`src/rtl/core/zap_pkg.sv`:
```
// Shared types, constants and helpers of the zone allocation policy core.
`default_nettype none
package zap_pkg;

    localparam int ZONE_COUNT = 64;
    localparam int ZONE_W     = 6;
    localparam int CAP_W      = 21;
    localparam int CNT_W      = 7;
    localparam int CMD_W      = 3;
    localparam int HINT_W     = 3;
    localparam int STAT_W     = 3;
    localparam int THR_W      = 22;
    localparam int PROD_W     = 28;
    localparam int MULT_W     = 57;

    // floor(p / 100) for p below 2^28 as (p * RECIP_K) >> RECIP_SHIFT
    localparam logic [MULT_W-1:0] RECIP_K     = MULT_W'(343597384);
    localparam int                RECIP_SHIFT = 35;

    localparam logic [CAP_W-1:0]  ZONE_RESET_FREE = CAP_W'(1048576);
    localparam logic [CAP_W-1:0]  CAP_MAX         = {CAP_W{1'b1}};
    localparam logic [CNT_W-1:0]  CNT_MAX         = {CNT_W{1'b1}};
    localparam logic [CNT_W-1:0]  DIFF_BAD        = CNT_W'(100);
    localparam logic [CNT_W-1:0]  ZONE_TOTAL      = CNT_W'(ZONE_COUNT);
    localparam logic [ZONE_W-1:0] LAST_ZONE       = ZONE_W'(ZONE_COUNT - 1);
    localparam logic [HINT_W-1:0] HINT_MAX        = HINT_W'(5);

    // commands
    localparam logic [CMD_W-1:0] CMD_ALLOC     = 3'd0;
    localparam logic [CMD_W-1:0] CMD_APPEND    = 3'd1;
    localparam logic [CMD_W-1:0] CMD_CLOSE     = 3'd2;
    localparam logic [CMD_W-1:0] CMD_SET_USED  = 3'd3;
    localparam logic [CMD_W-1:0] CMD_RESET_UNU = 3'd4;

    // status codes
    localparam logic [STAT_W-1:0] ST_OK         = 3'd0;
    localparam logic [STAT_W-1:0] ST_NO_ZONE    = 3'd1;
    localparam logic [STAT_W-1:0] ST_OPEN_LIMIT = 3'd2;
    localparam logic [STAT_W-1:0] ST_NO_SPACE   = 3'd3;
    localparam logic [STAT_W-1:0] ST_BAD        = 3'd4;

    // configuration register indexes
    localparam logic [2:0] REG_FINISH_THR = 3'd0;
    localparam logic [2:0] REG_MAX_ACTIVE = 3'd1;
    localparam logic [2:0] REG_MAX_OPEN   = 3'd2;
    localparam logic [2:0] REG_PROT_LIMIT = 3'd3;
    localparam logic [2:0] REG_ZONE_CAP   = 3'd4;

    typedef struct packed {
        logic [CAP_W-1:0]  free_blocks;
        logic [CAP_W-1:0]  written_blocks;
        logic [CAP_W-1:0]  used_blocks;
        logic              open_flag;
        logic [HINT_W-1:0] lifetime;
        logic              prot_flag;
    } zone_rec_t;

    typedef struct packed {
        logic [CNT_W-1:0] finish_threshold;
        logic [CNT_W-1:0] max_active_zones;
        logic [CNT_W-1:0] max_open_zones;
        logic [CNT_W-1:0] protected_zone_limit;
        logic [CAP_W-1:0] zone_capacity;
    } cfg_t;

    typedef struct packed {
        logic [CMD_W-1:0]  command;
        logic [HINT_W-1:0] lifetime_hint;
        logic              protected_request;
        logic [ZONE_W-1:0] zone_index;
        logic [CAP_W-1:0]  block_count;
    } req_t;

    typedef struct packed {
        logic [STAT_W-1:0] status;
        logic [ZONE_W-1:0] chosen_zone;
        logic              was_empty_zone;
        logic              flush_issued;
        logic [CAP_W-1:0]  capacity_left;
        logic [CNT_W-1:0]  active_count;
        logic [CNT_W-1:0]  open_count;
    } result_t;

    function automatic logic [CNT_W-1:0] sat_dec(input logic [CNT_W-1:0] v);
        logic [CNT_W-1:0] r;
        r = (v == '0) ? v : v - CNT_W'(1);
        return r;
    endfunction

    function automatic logic [CNT_W-1:0] sat_inc(input logic [CNT_W-1:0] v);
        logic [CNT_W-1:0] r;
        r = (v == CNT_MAX) ? v : v + CNT_W'(1);
        return r;
    endfunction

    function automatic logic [CNT_W-1:0] lifetime_diff(input logic [HINT_W-1:0] zl,
                                                       input logic [HINT_W-1:0] fl);
        logic [CNT_W-1:0] r;
        if (fl <= HINT_W'(1)) begin
            r = (fl == zl) ? '0 : DIFF_BAD;
        end else if (zl > fl) begin
            r = CNT_W'(zl - fl);
        end else begin
            r = DIFF_BAD;
        end
        return r;
    endfunction

endpackage
`default_nettype wire

```
`src/rtl/core/zap_ram.sv`:
```
// Generic single write port RAM with registered read.
`default_nettype none
module zap_ram #(
    parameter int WIDTH = 8,
    parameter int DEPTH = 64
) (
    input  wire logic                     aclk,
    input  wire logic                     wr_en,
    input  wire logic [$clog2(DEPTH)-1:0] wr_addr,
    input  wire logic [WIDTH-1:0]         wr_data,
    input  wire logic [$clog2(DEPTH)-1:0] rd_addr,
    output logic      [WIDTH-1:0]         rd_data
);
    logic [WIDTH-1:0] mem [DEPTH];

    always_ff @(posedge aclk) begin
        if (wr_en) begin
            mem[wr_addr] <= wr_data;
        end
        rd_data <= mem[rd_addr];
    end
endmodule
`default_nettype wire

```
`src/rtl/core/zap_zone_store.sv`:
```
// Per-zone record store: RAM plus valid bits that stand in for the reset contents.
`default_nettype none
module zap_zone_store (
    input  wire logic                      aclk,
    input  wire logic                      aresetn,
    input  wire logic [zap_pkg::ZONE_W-1:0] rd_addr,
    output zap_pkg::zone_rec_t             rd_rec,
    input  wire logic                      wr_en,
    input  wire logic [zap_pkg::ZONE_W-1:0] wr_addr,
    input  zap_pkg::zone_rec_t             wr_rec
);
    logic [zap_pkg::ZONE_COUNT-1:0] valid_reg;
    logic                           rvalid_reg;
    zap_pkg::zone_rec_t             ram_q;
    zap_pkg::zone_rec_t             reset_rec;

    zap_ram #(
        .WIDTH ($bits(zap_pkg::zone_rec_t)),
        .DEPTH (zap_pkg::ZONE_COUNT)
    ) u_ram (
        .aclk    (aclk),
        .wr_en   (wr_en),
        .wr_addr (wr_addr),
        .wr_data (wr_rec),
        .rd_addr (rd_addr),
        .rd_data (ram_q)
    );

    always_ff @(posedge aclk) begin
        if (!aresetn) begin
            valid_reg  <= '0;
            rvalid_reg <= 1'b0;
        end else begin
            if (wr_en) begin
                valid_reg[wr_addr] <= 1'b1;
            end
            rvalid_reg <= valid_reg[rd_addr];
        end
    end

    always_comb begin
        reset_rec             = '0;
        reset_rec.free_blocks = zap_pkg::ZONE_RESET_FREE;
        rd_rec                = rvalid_reg ? ram_q : reset_rec;
    end
endmodule
`default_nettype wire

```
`config.mk`:
```
export PLATFORM = sky130hd
export DESIGN_NAME = zap_zone_store
export DESIGN_NICKNAME = d
export VERILOG_FILES = /design/src/rtl/core/zap_pkg.sv /design/src/rtl/core/zap_ram.sv /design/src/rtl/core/zap_zone_store.sv
export SDC_FILE = /design/constraint.sdc
export NUM_CORES = 2
export LEC_CHECK = 0
export BUFFER_PORTS_ARGS = -buffer_cell sky130_fd_sc_hd__clkbuf_2
export CAP_MARGIN = 10
export CORE_ASPECT_RATIO = 0.5
export CORE_UTILIZATION = 50
export CTS_BUF_LIST = sky130_fd_sc_hd__clkbuf_8
export DETAILED_ROUTE_END_ITERATION = 8
export GPL_TIMING_DRIVEN = 0
export MAX_ROUTING_LAYER = met4
export PLACE_DENSITY_LB_ADDON = 0.2
export SLEW_MARGIN = 20
export SYNTH_ARGS = -nofsm -noshare
export SYNTH_HDL_FRONTEND = slang
export SYNTH_MEMORY_MAX_BITS = 65536
export SYNTH_SLANG_ARGS = --single-unit
```
`constraint.sdc`:
```
create_clock -name aclk -period 13.58 [get_ports aclk]
set_input_delay 2.716 -clock aclk [delete_from_list [all_inputs] [get_ports aclk]]
set_output_delay 2.716 -clock aclk [all_outputs]
set_load 0.02 [all_outputs]
```
==> results.json <==
{
  "vias_per_cell": 6.371,
  "status": "complete, no violations",
  "place_inst": 11920,
  "ys_seq_area_share_pct": 78.88,
  "dp_hpwl_mm": 324.7,
  "drt_iter0_markers": 12990,
  "crit_required_ns": 14.51,
  "cts_max_path_buffers": 4,
  "yosys_warnings": 0,
  "yosys.area.top_type": "edfxtp_1",
  "grt_util_all_layers_pct": 28.77,
  "drcViolationCount": 0,
  "dieArea_um2": 340600,
  "grt_pass1_vias": 81740,
  "synth_area_leaders": "edfxtp_1 (77%), mux4_2 (17%), dfxtp_1 (1.6%)",
  "areaGrowthSynthToFinish_pct": 14.68,
  "synth_top_cell_area_share_pct": 77.31,
  "rows": 150,
  "powerDensity_nw_per_um2": 137.1,
  "fin_cells": 13040,
  "cp_num_cells": 9,
  "syn_nets": 7051,
  "drive_gt1_share_pct": 32.49,
  "path_common_cell": "buf_2",
  "mostFrequentLayoutCells": "edfxtp_1 (4352), mux4_2 (1306), clkbuf_8 (659)",
  "grt_max_degree": 65,
  "numClockSinks": 4485,
  "slew_violations": 0,
  "vdd_drop_max_mv": 0.07599,
  "cap_violations": 0,
  "multiInputGateArea_um2": 34420,
  "dieHeight_um": 413.2,
  "synth-seq-cells": 4485,
  "vias": 83100,
  "post_cts_resized": 0,
  "io_buffers": 143,
  "stdcell_area_um2": 193900,
  "worstPathMaxFanout": 10,
  "core_um2": 335200,
  "start_util_pct": 50.43,
  "timing.final.ws_setup_ns": 6.993,
  "path_cells": "buf_2, buf_2, buf_2, nand3b_1, clkbuf_2, o221ai_1, a21oi_1, o22ai_1, nor2_1",
  "ys_types": 34,
  "cts.reportedPaths.clkPinSlew_ns": 0.07,
  "ioPinCount": 151,
  "leakage_uw": 0.06131,
  "critical_path.top_delay_family": "buffers and inverters",
  "min_path_cells": 2,
  "ant_nets": 0,
  "placed_area_um2": 182600,
  "grt_pass1_wl_mm": 654.1,
  "cp_num_buf_inv": 4,
  "largest_register_ffs": 4352,
  "netlist_area_um2": 169000,
  "finalCriticalPeriod_ns": 6.587,
  "critPathKind": "input port to register",
  "nNetsFinal": 8139,
  "max_freq_ghz": 0.1518,
  "finClkSkew_ns": 0.06475,
  "worstMarginPinSlew_ns": 1.220,
  "post-place-ws_ns": 5.930,
  "hold_class": "register to register",
  "startpoint_type": "input port",
  "fin_hold_ws_ns": 0.4695,
  "end_kind": "register",
  "wl_per_cell_um": 36.62,
  "hold_violations": 0,
  "rr_worst_depth": 5,
  "synth_ff_type": "edfxtp_1",
  "numCtsBuffers": 621,
  "ff_latch_area_um2": 133300,
  "insertion_delay_ns": 1.11,
  "final_common_cell": "edfxtp_1",
  "htreeDepth": 6,
  "worstPathArrival_ns": 7.51,
  "nFillCells": 23960,
  "tritoncts": "yes",
  "root_buffer": "clkbuf_8",
  "drt_pre_antenna_iters": 9,
  "post-cts-setup-buffers": 0,
  "drt-total-wl_mm": 477.6,
  "finalSetupViolations": 0,
  "ys_async_sr_fraction_pct": 0,
  "synth_enable_flop_cells": 4352,
  "grt_overflow": 0,
  "cp_slowest_stage_delay_ns": 0.82,
  "maxSlewHeadroom_pct": 18.65,
  "slowest_stage": "buf_2",
  "die_w_um": 824.3,
  "grt_antenna_before_repair": 55,
  "synth.avg_cell_area_um2": 24.26,
  "finalWeightedCongestion": 0.8449,
  "synthCells": 6968,
  "hold_buffers": 0,
  "r2r_slack_ns": 11.17,
  "fin_crit_sh_pct": 48.50,
  "rsz0062_at_grt": "no"
}
cell type report:
class,instances,share of cell area (%)
flip-flops and latches,4485,68.79
multi-input cells,2100,17.75
clock buffers,659,4.679
repair buffers,465,3.882
well taps,4484,2.894
clock inverters,433,1.037
plain buffers,381,0.9216
diodes,33,0.04260
inverters,2,0.003872
power by group:
group / switching [µW] / leakage (µW) / internal (µW)
registers: 56.1 / 0.0402 / 15300
clock network: 5080 / 0.00647 / 4630
logic: 981 / 0.0146 / 535
total: 6120 / 0.0613 / 20500
tightest hold or removal path, stage by stage (launching register included):
cell and delay (ns):
dfxtp_1 0.32, nor2_1 0.05, nor2_1 0.07
through the flow:
| stage | utilization, % | total power (µW) | setup TNS (ns) |
|---|---|---|---|
| 5_1_grt | 57.83 | 27290 | 0 |
| 2_1_floorplan | - | 16370 | 0 |
| 3_3_place_gp | 52.32 | 17090 | -519.68 |
| 6_report | 57.84 | 26580 | 0 |
| 3_5_place_dp | 54.46 | 17140 | 0 |
| 4_1_cts | 57.77 | 26660 | 0 |
cells in the mapped netlist, drive strengths merged, types with 7 or more instances:
cell,number
edfxtp,4352
mux4,1306
buf,229
nor2,211
clkbuf,152
dfxtp,133
a21oi,119
nor3,104
mux2i,72
and2,69
o221ai,51
nand2,35
o21a,26
nor2b,24
o22ai,19
and3,17
nor4,17
nand2b,7
layer usage:
metal	routed length [µm]	global-route usage (%)	vias to the layer above
li1	-	-	32250
met1	189100	40.39	44760
met2	208300	39.94	5239
met3	63730	9.911	850
met4	16410	9.259	0
met5	0	-	-
final timing paths:
kind                                             startpoint                          to
worst max-delay path                             rd_addr[2]   u_ram.rd_data[66]$_DFF_P_
worst min-delay path             valid_reg[52]$_SDFFE_PN0P_  valid_reg[52]$_SDFFE_PN0P_
worst max register to register  u_ram.mem[35][66]$_DFFE_PP_   u_ram.rd_data[66]$_DFF_P_
worst min register to register   valid_reg[52]$_SDFFE_PN0P_  valid_reg[52]$_SDFFE_PN0P_
logic make-up after synthesis:
logic type             count (synthesis)  synth area share [%]
flip-flops                          4485                 78.88
multiplexers                        1381                 17.85
AND/OR/NAND/NOR                      494                 1.387
buffers and inverters                383                 1.038
AO/OA/AOI/OAI                        225                0.8460
Note: power is estimated with default switching activity, not from simulation.
