==> config.mk <==
export PLATFORM = sky130hd
export DESIGN_NAME = zap_ram
export DESIGN_NICKNAME = d
export VERILOG_FILES = /design/src/rtl/core/zap_ram.sv
export SDC_FILE = /design/constraint.sdc
export NUM_CORES = 1
export LEC_CHECK = 0
export BUFFER_PORTS_ARGS = -buffer_cell sky130_fd_sc_hd__buf_4
export CORE_UTILIZATION = 60
export CTS_BUF_LIST = sky130_fd_sc_hd__clkbuf_4 sky130_fd_sc_hd__clkbuf_8
export CTS_CLUSTER_DIAMETER = 200
export DETAILED_ROUTE_END_ITERATION = 10
export GPL_TIMING_DRIVEN = 0
export PLACE_DENSITY = 0.76
export SYNTH_ARGS = -nofsm -noshare
export SYNTH_HDL_FRONTEND = slang
export SYNTH_SLANG_ARGS = --single-unit
==> constraint.sdc <==
create_clock -name aclk -period 2.5 [get_ports aclk]
set_clock_uncertainty 0.2 [all_clocks]
set_input_delay 0.5 -clock aclk [delete_from_list [all_inputs] [get_ports aclk]]
set_output_delay 0.5 -clock aclk [all_outputs]
set_load 0.01 [all_outputs]
==> src/rtl/core/zap_ram.sv <==
// Generic single write port RAM with registered read.
`default_nettype none
module zap_ram #(
    parameter int WIDTH = 8,
    parameter int DEPTH = 64
) (
    input  wire logic                     aclk,
    input  wire logic                     wr_en,
    input  wire logic [$clog2(DEPTH)-1:0] wr_addr,
    input  wire logic [WIDTH-1:0]         wr_data,
    input  wire logic [$clog2(DEPTH)-1:0] rd_addr,
    output logic      [WIDTH-1:0]         rd_data
);
    logic [WIDTH-1:0] mem [DEPTH];

    always_ff @(posedge aclk) begin
        if (wr_en) begin
            mem[wr_addr] <= wr_data;
        end
        rd_data <= mem[rd_addr];
    end
endmodule
`default_nettype wire

==> results of run 1 <==
[worst max-delay path, delay by kind of cell]
family | cells | cell delay (ps)
buf+inv | 3 | 680
simple gates | 3 | 840
compound gates | 2 | 770
[registers in the layout, summed over array words and instances (netlist names)]
signal / cells
mem: 512
rd_data: 8
[logic make-up (layout without fill, tap and decap cells)]
group	after synthesis	count (layout)	synth area share
buffers and inverters	51	214	0.01570
muxes	162	162	0.1594
DFF	520	520	0.7703
and+or+nand+nor	153	153	0.03387
AOI/OAI and AO/OA	54	54	0.02072
[layer usage]
metal  GRT usage  routed length, um
met1      0.4140              18380
met5           0                 11
met3     0.07295               5112
met2      0.4321              21870
met4     0.08860               1024
[path summary, 6_finish.rpt]
path	startpoint	end	slack, ps
setup / recovery	rd_addr[2]	rd_data[4]$_DFF_P_	-70
hold / removal	rd_addr[5]	rd_data[3]$_DFF_P_	60
setup reg to reg	mem[29][4]$_DFFE_PP_	rd_data[4]$_DFF_P_	60
hold reg to reg	mem[35][1]$_DFFE_PP_	rd_data[1]$_DFF_P_	750
[per-stage QoR]
step           std cells  setup WS, ps
5_1_grt             1545         22.57
3_5_place_dp        1403         -1066
3_3_place_gp        1403         -1016
4_1_cts             1545         32.19
2_1_floorplan        940         132.3
6_report            1545        -73.24
[layout by cell type, fill, tap and decap left out, types with 7 or more instances in the layout]
cell type,instances
buf_4,35
edfxtp_1,512
clkbuf_4,35
nand2_1,19
clkbuf_1,12
dfxtp_1,8
o221ai_1,8
nor2_1,83
mux2_2,13
clkinv_1,12
mux2i_1,23
nand3_1,12
mux4_2,126
clkinv_2,7
nor2b_1,14
o22ai_1,8
clkbuf_8,86
nand2b_1,7
buf_2,7
[power by group]
group | leakage (nW) | switching, mW | internal (mW)
sequential | 4.67 | 0.0193 | 9.65
combinational | 1.58 | 0.611 | 0.356
clock | 0.841 | 3.17 | 3.85
total | 7.09 | 3.80 | 13.9
[area by class of cell]
class,count,area (um2),area share
Multi-Input combinational cell,369,4334,0.1926
Clock buffer,118,1424,0.06327
Clock inverter,25,170.2,0.007561
Tap cell,442,553.0,0.02457
Buffer,49,325.3,0.01446
Timing Repair Buffer,22,162.7,0.007228
Sequential cell,520,15530,0.6903
==> flow_metrics.py, run 1 <==
metrics = {
    "status": {
        "outcome": "finished with violations",
        "violations": "design-rule violations, negative setup slack",
    },
    "timing": {
        "max_freq_mhz": 388.6,
        "fin_ws_ps": -73.24,
        "rsz0062_at_grt": "false",
        "fin_hold_ws_ps": 64.56,
        "slew_headroom": 0.3411,
        "finalSetupViolCount": 1,
        "min_period_ps": 2573,
        "finalCritPeriodShare": 1.029,
        "finalMaxSlewViolations": 0,
        "finalSetupTns_ps": -73.24,
        "hold_viol": 0,
        "worstMarginPinSlew_ps": 984.8,
    },
    "final_layout": {
        "diodes": 0,
        "fill_cells": 2010,
        "drive_above_1_share": 0.3010,
        "postLayoutCoreUtil": 0.6864,
        "areaGrowthSynthToFinish_pct": 11.59,
        "fin_nets": 1062,
        "stdcell_area_mm2": 0.02250,
    },
    "floorplanning": {
        "die_area_mm2": 0.03435,
        "initial_core_util": 0.6151,
        "rows": 66,
        "fp.coreArea_mm2": 0.03278,
        "fp.dieW_um": 185.3,
        "io_pins": 30,
        "die_h_um": 185.3,
    },
    "placed_design": {
        "place_congestion": 0.9676,
        "portBuffers": 21,
        "place_area_mm2": 0.02088,
        "place.detailed.hpwl_um": 28920,
    },
    "detailed_routing": {
        "vias": 10250,
        "viasPerCell": 6.635,
        "wire_per_inst_um": 30.03,
        "drtPass1Iterations": 8,
        "antenna_left": 0,
        "drc": 1,
        "drt_iter0_markers": 1465,
        "wl_um": 46400,
    },
    "worst_setup_path": {
        "critPathRequiredTime_ps": 2720,
        "slowest_stage": "o32ai_1",
        "reg2reg_depth": 5,
        "arrival_ps": 2800,
        "cpPeakStageDelay_ps": 570,
        "path_class": "in2reg",
        "cp-end-kind": "flip-flop",
        "path_common_cell": "nor2_1",
        "cp_cell_sequence": "buf_2 > buf_4 > clkbuf_2 > nor2_1 > o221ai_1 > nor2_1 > nor3_1 > o32ai_1",
        "cp_max_fo": 10,
        "cp-start-kind": "input port",
    },
    "clocking": {
        "cts.repair.resized": 9,
        "insertion_delay_ps": 610,
        "hold_buffers": 0,
        "cts_buffers": 78,
        "path_clk_slew_ps": 70,
        "cts-root-buf": "clkbuf_8",
        "cts_sinks": 520,
        "cts_setup_buffers": 0,
        "cts_buffer_depth": 3,
        "h-tree-depth": 3,
        "cts_tree": "done",
    },
    "grt": {
        "grt-ovfl-total": 0,
        "grt_pass1_wl_um": 67570,
        "grt_util_all_layers": 0.2855,
        "antenna_found_initial": 1,
        "grt_max_degree": 65,
        "grt_pass1_vias": 10190,
    },
    "power_and_ir_drop": {
        "vdd_drop_max_v": 0.0004317,
        "finalPower_mw": 17.65,
        "p_leak_nw": 7.093,
        "power_density_mw_per_mm2": 784.5,
    },
    "logic_synthesis": {
        "ys_warn_count": 0,
        "ys_types": 40,
        "synth-edff-count": 512,
        "yosysSeqAreaShare": 0.7703,
        "synthFlopType": "edfxtp_1",
        "yosysTopAreaCellShare": 0.7624,
        "synth_most_common_cell": "edfxtp_1",
        "async_flop_share": 0,
        "syn_area_per_cell_um2": 21.45,
        "synth_area_leaders": "edfxtp_1, mux4_2, nor2_1",
        "synthesis.nets": 962,
        "syn-cell-area_mm2": 0.02017,
        "syn_inst": 940,
        "synth_largest_area_cell": "edfxtp_1",
        "synth_common_cells": "edfxtp_1, mux4_2, nor2_1, mux2i_1, nand2_1",
        "ys_ff_latch": 520,
    },
    "hold_path": {
        "min_delay_path_depth": 2,
        "hp-class": "in2reg",
    },
    "job": {
        "drv_cap": 0,
    },
}
Power figures use the tool's default switching activity.
==> run 2, diff against run 1 <==
--- a/config.mk
+++ b/config.mk
@@ -11,6 +11,7 @@
 export CTS_CLUSTER_DIAMETER = 200
 export DETAILED_ROUTE_END_ITERATION = 10
 export GPL_TIMING_DRIVEN = 0
+export HOLD_SLACK_MARGIN = 0.08
 export PLACE_DENSITY = 0.76
 export SYNTH_ARGS = -nofsm -noshare
 export SYNTH_HDL_FRONTEND = slang
==> run 2 against run 1 <==
The flow finishes with violations (negative setup slack). Critical path type unchanged. Wire length grew 0.12%. Sequential power about the same. Via count is 0.61% lower. Register-to-register slack better by 30 ps.
==> flow_metrics.py, run 2 (synthesis gave the netlist of run 1 again) <==
metrics = {
    "status": {
        "outcome": "finished with violations",
        "violations": "negative setup slack",
    },
    "worst_setup_path": {
        "crit_start": "rd_addr[2]",
        "reg2reg_depth": 5,
        "cp-end-kind": "flip-flop",
        "critical_path.endpoint": "rd_data[4]$_DFF_P_",
        "cp_max_fo": 10,
        "rr_startpoint": "mem[29][4]$_DFFE_PP_",
        "critPathRequiredTime_ps": 2730,
        "cp-start-kind": "input port",
        "crit-reg2reg-capture": "rd_data[4]$_DFF_P_",
        "arrival_ps": 2760,
        "rrSetupSlack_ps": 90,
        "path_class": "in2reg",
    },
    "placed_design": {
        "place_area_mm2": 0.02088,
        "place.detailed.hpwl_um": 28920,
        "portBuffers": 21,
        "place_congestion": 0.9676,
        "placed_cells": 1403,
    },
    "timing": {
        "min_period_ps": 2536,
        "worstMarginPinSlew_ps": 1006,
        "fin_ws_ps": -35.85,
        "finalSetupViolCount": 1,
        "finalMaxSlewViolations": 0,
        "finalCritPeriodShare": 1.014,
        "slew_headroom": 0.3271,
        "max_freq_mhz": 394.3,
        "hold_viol": 0,
        "rsz0062_at_grt": "false",
    },
    "final_layout": {
        "diodes": 0,
        "instances_no_fill": 1546,
        "areaGrowthSynthToFinish_pct": 11.64,
        "max_flop_register": "mem",
        "final_common_cell": "edfxtp_1",
        "fin_nets": 1063,
        "layout_common_cells": "edfxtp_1, mux4_2, clkbuf_8, nor2_1",
        "postLayoutCoreUtil": 0.6867,
        "drive_above_1_share": 0.3007,
        "stdcell_area_mm2": 0.02251,
        "largest_reg_flops": 512,
        "reg.largest.list": "mem x512, rd_data x8",
    },
    "job": {
        "drv_cap": 0,
    },
    "power_and_ir_drop": {
        "intPower_mw": 13.86,
        "combinationalPowerShare": 0.055,
        "clockPowerShare": 0.397,
        "p_seq_frac": 0.548,
        "p_leak_nw": 7.097,
        "vdd_drop_max_v": 0.0004326,
        "power_switching_mw": 3.791,
        "finalPower_mw": 17.65,
        "swShare": 0.2148,
        "power_density_mw_per_mm2": 783.9,
    },
    "hold_path": {
        "min_delay_path_depth": 1,
        "hp-class": "in2reg",
    },
    "clocking": {
        "cts_buffers": 78,
        "cts-root-buf": "clkbuf_8",
        "path_clk_slew_ps": 70,
        "cts_sinks": 520,
        "h-tree-depth": 3,
        "insertion_delay_ps": 610,
        "cts_tree": "done",
        "cts_buffer_depth": 3,
    },
    "detailed_routing": {
        "drtPass1Iterations": 5,
        "wl_um": 46460,
        "antenna_left": 0,
        "wire_per_inst_um": 30.05,
        "viasPerCell": 6.590,
        "drc": 0,
        "drt_iter0_markers": 1547,
        "vias": 10190,
    },
    "floorplanning": {
        "die_area_mm2": 0.03435,
        "fp.coreArea_mm2": 0.03278,
        "rows": 66,
        "die_h_um": 185.3,
        "io_pins": 30,
        "initial_core_util": 0.6151,
        "fp.dieW_um": 185.3,
    },
    "grt": {
        "grt-ovfl-total": 0,
        "antenna_found_initial": 1,
        "grt_util_all_layers": 0.2856,
        "grt_pass1_wl_um": 67590,
        "grt_pass1_vias": 10200,
        "grt_max_degree": 65,
    },
}
-- run 2: cell count changes in the layout (fill, tap and decap cells not counted), sizes merged --
| cell | change |
|---|---|
| dlygate4sd3 | +1 |
-- run 2: power by group through the flow --
| stage | sequential (mW) | clock, mW | combinational [mW] |
|---|---|---|---|
| 2_1_floorplan | 9.86 | 0 | 0.514 |
| 3_3_place_gp | 9.85 | 0 | 0.930 |
| 3_5_place_dp | 9.85 | 0 | 0.952 |
| 4_1_cts | 9.67 | 7.05 | 0.956 |
| 5_1_grt | 9.67 | 7.44 | 1.01 |
| 6_report | 9.67 | 7.01 | 0.969 |
-- run 2: area by class of cell --
class	instances	area, um2
repair buffers	23	172.7
plain buffers	49	325.3
fillers	2009	10270
flip-flops and latches	520	15530
multi-input cells	369	4334
clock buffers	118	1424
clock inverters	25	170.2
well taps	442	553.0
-- run 2: timing repair --
item | in CTS | in global routing
buffers inserted | 0 | 0
gates resized for setup | 9 | 10
setup endpoints to repair | 5 | 8
endpoints found under the hold margin | 2 | 0
hold buffers | 1 | 0
-- run 2: layer usage --
layer  wire, um  track usage  vias up
li1           -            -     4140
met4        942      0.08860        2
met1      17990       0.4140     5265
met2      22050       0.4324      697
met3       5464      0.07295       84
met5         11            0        -
-- run 2: worst min path at each step --
| stage | startpoint | endpoint | slack [ps] |
|---|---|---|---|
| after CTS | wr_data[6] | mem[57][6]$_DFFE_PP_ | 250 |
| after global placement | rd_addr[5] | rd_data[3]$_DFF_P_ | 680 |
| final | wr_data[6] | mem[57][6]$_DFFE_PP_ | 250 |
| after global routing | wr_data[6] | mem[58][6]$_DFFE_PP_ | 260 |
| after detailed placement | rd_addr[5] | rd_data[5]$_DFF_P_ | 690 |
| after floorplan | wr_data[0] | mem[0][0]$_DFFE_PP_ | 400 |
-- run 2: stage by stage --
stage                     worst slack, ps  setup TNS, ps  hold WS [ps]
after floorplan                     132.3              0         398.9
after global placement              -1016        -100410         679.8
after detailed placement            -1066        -129140         689.5
after CTS                           32.19              0         247.1
after global routing                22.57              0         261.0
final                              -35.85         -35.85         246.9
-- run 2: critical path, cell delays in order --
cell      delay (ps)
buf_2            160
buf_4            220
clkbuf_2         300
nor2_1           390
o221ai_1         190
nor2_1           280
nor3_1           140
o32ai_1          560
==> run 3, diff against run 2 <==
==> constraint.sdc (replaced) <==
create_clock -name aclk -period 2.7 [get_ports aclk]
set_clock_uncertainty 0.2 [all_clocks]
set_input_delay 0.54 -clock aclk [delete_from_list [all_inputs] [get_ports aclk]]
set_output_delay 0.54 -clock aclk [all_outputs]
set_load 0.01 [all_outputs]
==> run 3 against run 2 <==
The run still ends with negative setup slack left. Hold slack better by 44 ps. First-iteration DRC count is 2.0% lower. Flip-flop and latch count did not move. Largest cell class unchanged. Total power down 7.3%. Register-to-register slack got worse by 30 ps. Via count is 1.1% higher. Critical endpoint unchanged.
==> flow_metrics.py, run 3 (synthesis gave the netlist of run 1 again) <==
metrics = {
    "status": {
        "outcome": "finished with violations",
        "violations": "negative setup slack",
    },
    "power_and_ir_drop": {
        "combinationalPowerShare": 0.055,
        "power_switching_mw": 3.525,
        "intPower_mw": 12.83,
        "vdd_drop_max_v": 0.0003993,
        "clockPowerShare": 0.397,
        "power_density_mw_per_mm2": 726.4,
        "swShare": 0.2155,
        "p_seq_frac": 0.547,
        "p_leak_nw": 7.092,
    },
    "clocking": {
        "cts_tree": "done",
        "cts_setup_buffers": 0,
        "cts_buffers": 78,
        "path_clk_slew_ps": 70,
        "cts-root-buf": "clkbuf_8",
        "insertion_delay_ps": 620,
        "cts_sinks": 520,
        "cts_buffer_depth": 3,
        "h-tree-depth": 3,
    },
    "detailed_routing": {
        "wl_met1_um": 17910,
        "antenna_left": 0,
        "dr_wl_met2_um": 22010,
        "vias": 10300,
        "drtPass1Iterations": 5,
        "wl_um": 46880,
        "top_layer": "met5",
        "drc": 0,
        "wire_per_inst_um": 30.28,
        "viasPerCell": 6.652,
        "met3WireLength_um": 5806,
        "drt_iter0_markers": 1516,
    },
    "hold_path": {
        "hp-class": "in2reg",
        "min_delay_path_depth": 1,
    },
    "final_layout": {
        "final_common_cell": "edfxtp_1",
        "fin_nets": 1065,
        "register_area_mm2": 0.01553,
        "largest_reg_flops": 512,
        "instances_no_fill": 1548,
        "max_flop_register": "mem",
        "areaGrowthSynthToFinish_pct": 11.66,
        "fill_cells": 2007,
        "drive_above_1_share": 0.2984,
        "postLayoutCoreUtil": 0.6869,
        "multi_input_area_mm2": 0.004342,
        "diodes": 0,
        "reg.largest.list": "mem x512, rd_data x8",
        "layout_common_cells": "edfxtp_1, mux4_2, clkbuf_8, nor2_1, buf_4",
    },
    "grt": {
        "antenna_found_initial": 3,
        "grt-ovfl-total": 0,
        "grt_pass1_wl_um": 67700,
        "grt_max_degree": 65,
        "grt_util_all_layers": 0.2865,
        "grt_pass1_vias": 10210,
    },
    "placed_design": {
        "place_congestion": 0.9676,
        "post-place-ws_ps": -906.3,
        "place.detailed.hpwl_um": 28920,
        "portBuffers": 21,
        "placed_cells": 1403,
    },
    "worst_setup_path": {
        "reg2reg_depth": 4,
        "path_class": "in2reg",
        "rrSetupSlack_ps": 60,
        "cp_max_fo": 10,
        "cp_cell_sequence": "buf_4 > buf_2 > buf_4 > buf_2 > nor2_1 > nor2_1 > nor3_1 > o32ai_1",
        "critPathRequiredTime_ps": 2930,
        "cp-end-kind": "flip-flop",
        "arrival_ps": 2950,
        "cpPeakStageDelay_ps": 570,
        "slowest_stage": "o32ai_1",
        "cp-start-kind": "input port",
    },
    "floorplanning": {
        "initial_core_util": 0.6151,
        "fp.coreArea_mm2": 0.03278,
        "die_h_um": 185.3,
        "die_area_mm2": 0.03435,
        "fp.dieW_um": 185.3,
        "io_pins": 30,
        "rows": 66,
    },
    "timing": {
        "finalMaxSlewViolations": 0,
        "hold_viol": 0,
        "finalCritPeriodShare": 1.010,
        "fin_hold_ws_ps": 290.7,
        "finalSetupViolCount": 2,
        "worstMarginPinSlew_ps": 1108,
        "min_period_ps": 2727,
        "fin_ws_ps": -27.11,
        "max_freq_mhz": 366.7,
        "rsz0062_at_grt": "false",
        "finalSetupTns_ps": -28.91,
        "slew_headroom": 0.2422,
    },
    "job": {
        "drv_cap": 0,
    },
}
-- run 3: cell type report --
type                            count  share of cell area
Timing Repair Buffer               23            0.007668
Clock buffer                      118             0.06323
Tap cell                          442             0.02456
Clock inverter                     25            0.007557
Sequential cell                   520              0.6899
Buffer                             51             0.01428
Multi-Input combinational cell    369              0.1928
-- run 3: routing by layer --
metal,up-vias,GRT usage
li1,4141,-
met1,5288,0.4156
met2,759,0.4312
met3,105,0.07511
met4,4,0.09058
met5,-,0
-- run 3: power by group through the flow --
stage | Clock, mW | Combinational (mW) | Sequential [mW]
6_report | 6.50 | 0.905 | 8.95
5_1_grt | 6.89 | 0.939 | 8.95
4_1_cts | 6.53 | 0.888 | 8.96
3_5_place_dp | 0 | 0.882 | 9.12
3_3_place_gp | 0 | 0.862 | 9.12
2_1_floorplan | 0 | 0.476 | 9.13
-- run 3: timing repair --
action	CTS	global route
pin swaps	0	0
hold buffers	1	0
gates resized for setup	5	5
endpoints found under the hold margin	1	0
setup endpoints to repair	5	5
-- run 3: final timing paths --
check / to / from
worst min register to register: rd_data[1]$_DFF_P_ / mem[35][1]$_DFFE_PP_
worst min-delay path: mem[0][6]$_DFFE_PP_ / wr_data[6]
worst max register to register: rd_data[5]$_DFF_P_ / mem[0][5]$_DFFE_PP_
worst max-delay path: rd_data[4]$_DFF_P_ / rd_addr[1]
-- run 3: critical path, delay by kind of cell --
kind | cells | cell delay [ps]
AO/OA/AOI/OAI | 1 | 570
buffers and inverters | 4 | 1280
AND/OR/NAND/NOR | 3 | 540
-- run 3: metrics by stage --
stage / instance area, um2 / power [mW]
floorplan: 20170 / 9.603
global placement: 20880 / 9.980
detailed placement: 20880 / 10.01
CTS: 22500 / 16.37
global route: 22520 / 16.78
finish: 22520 / 16.36
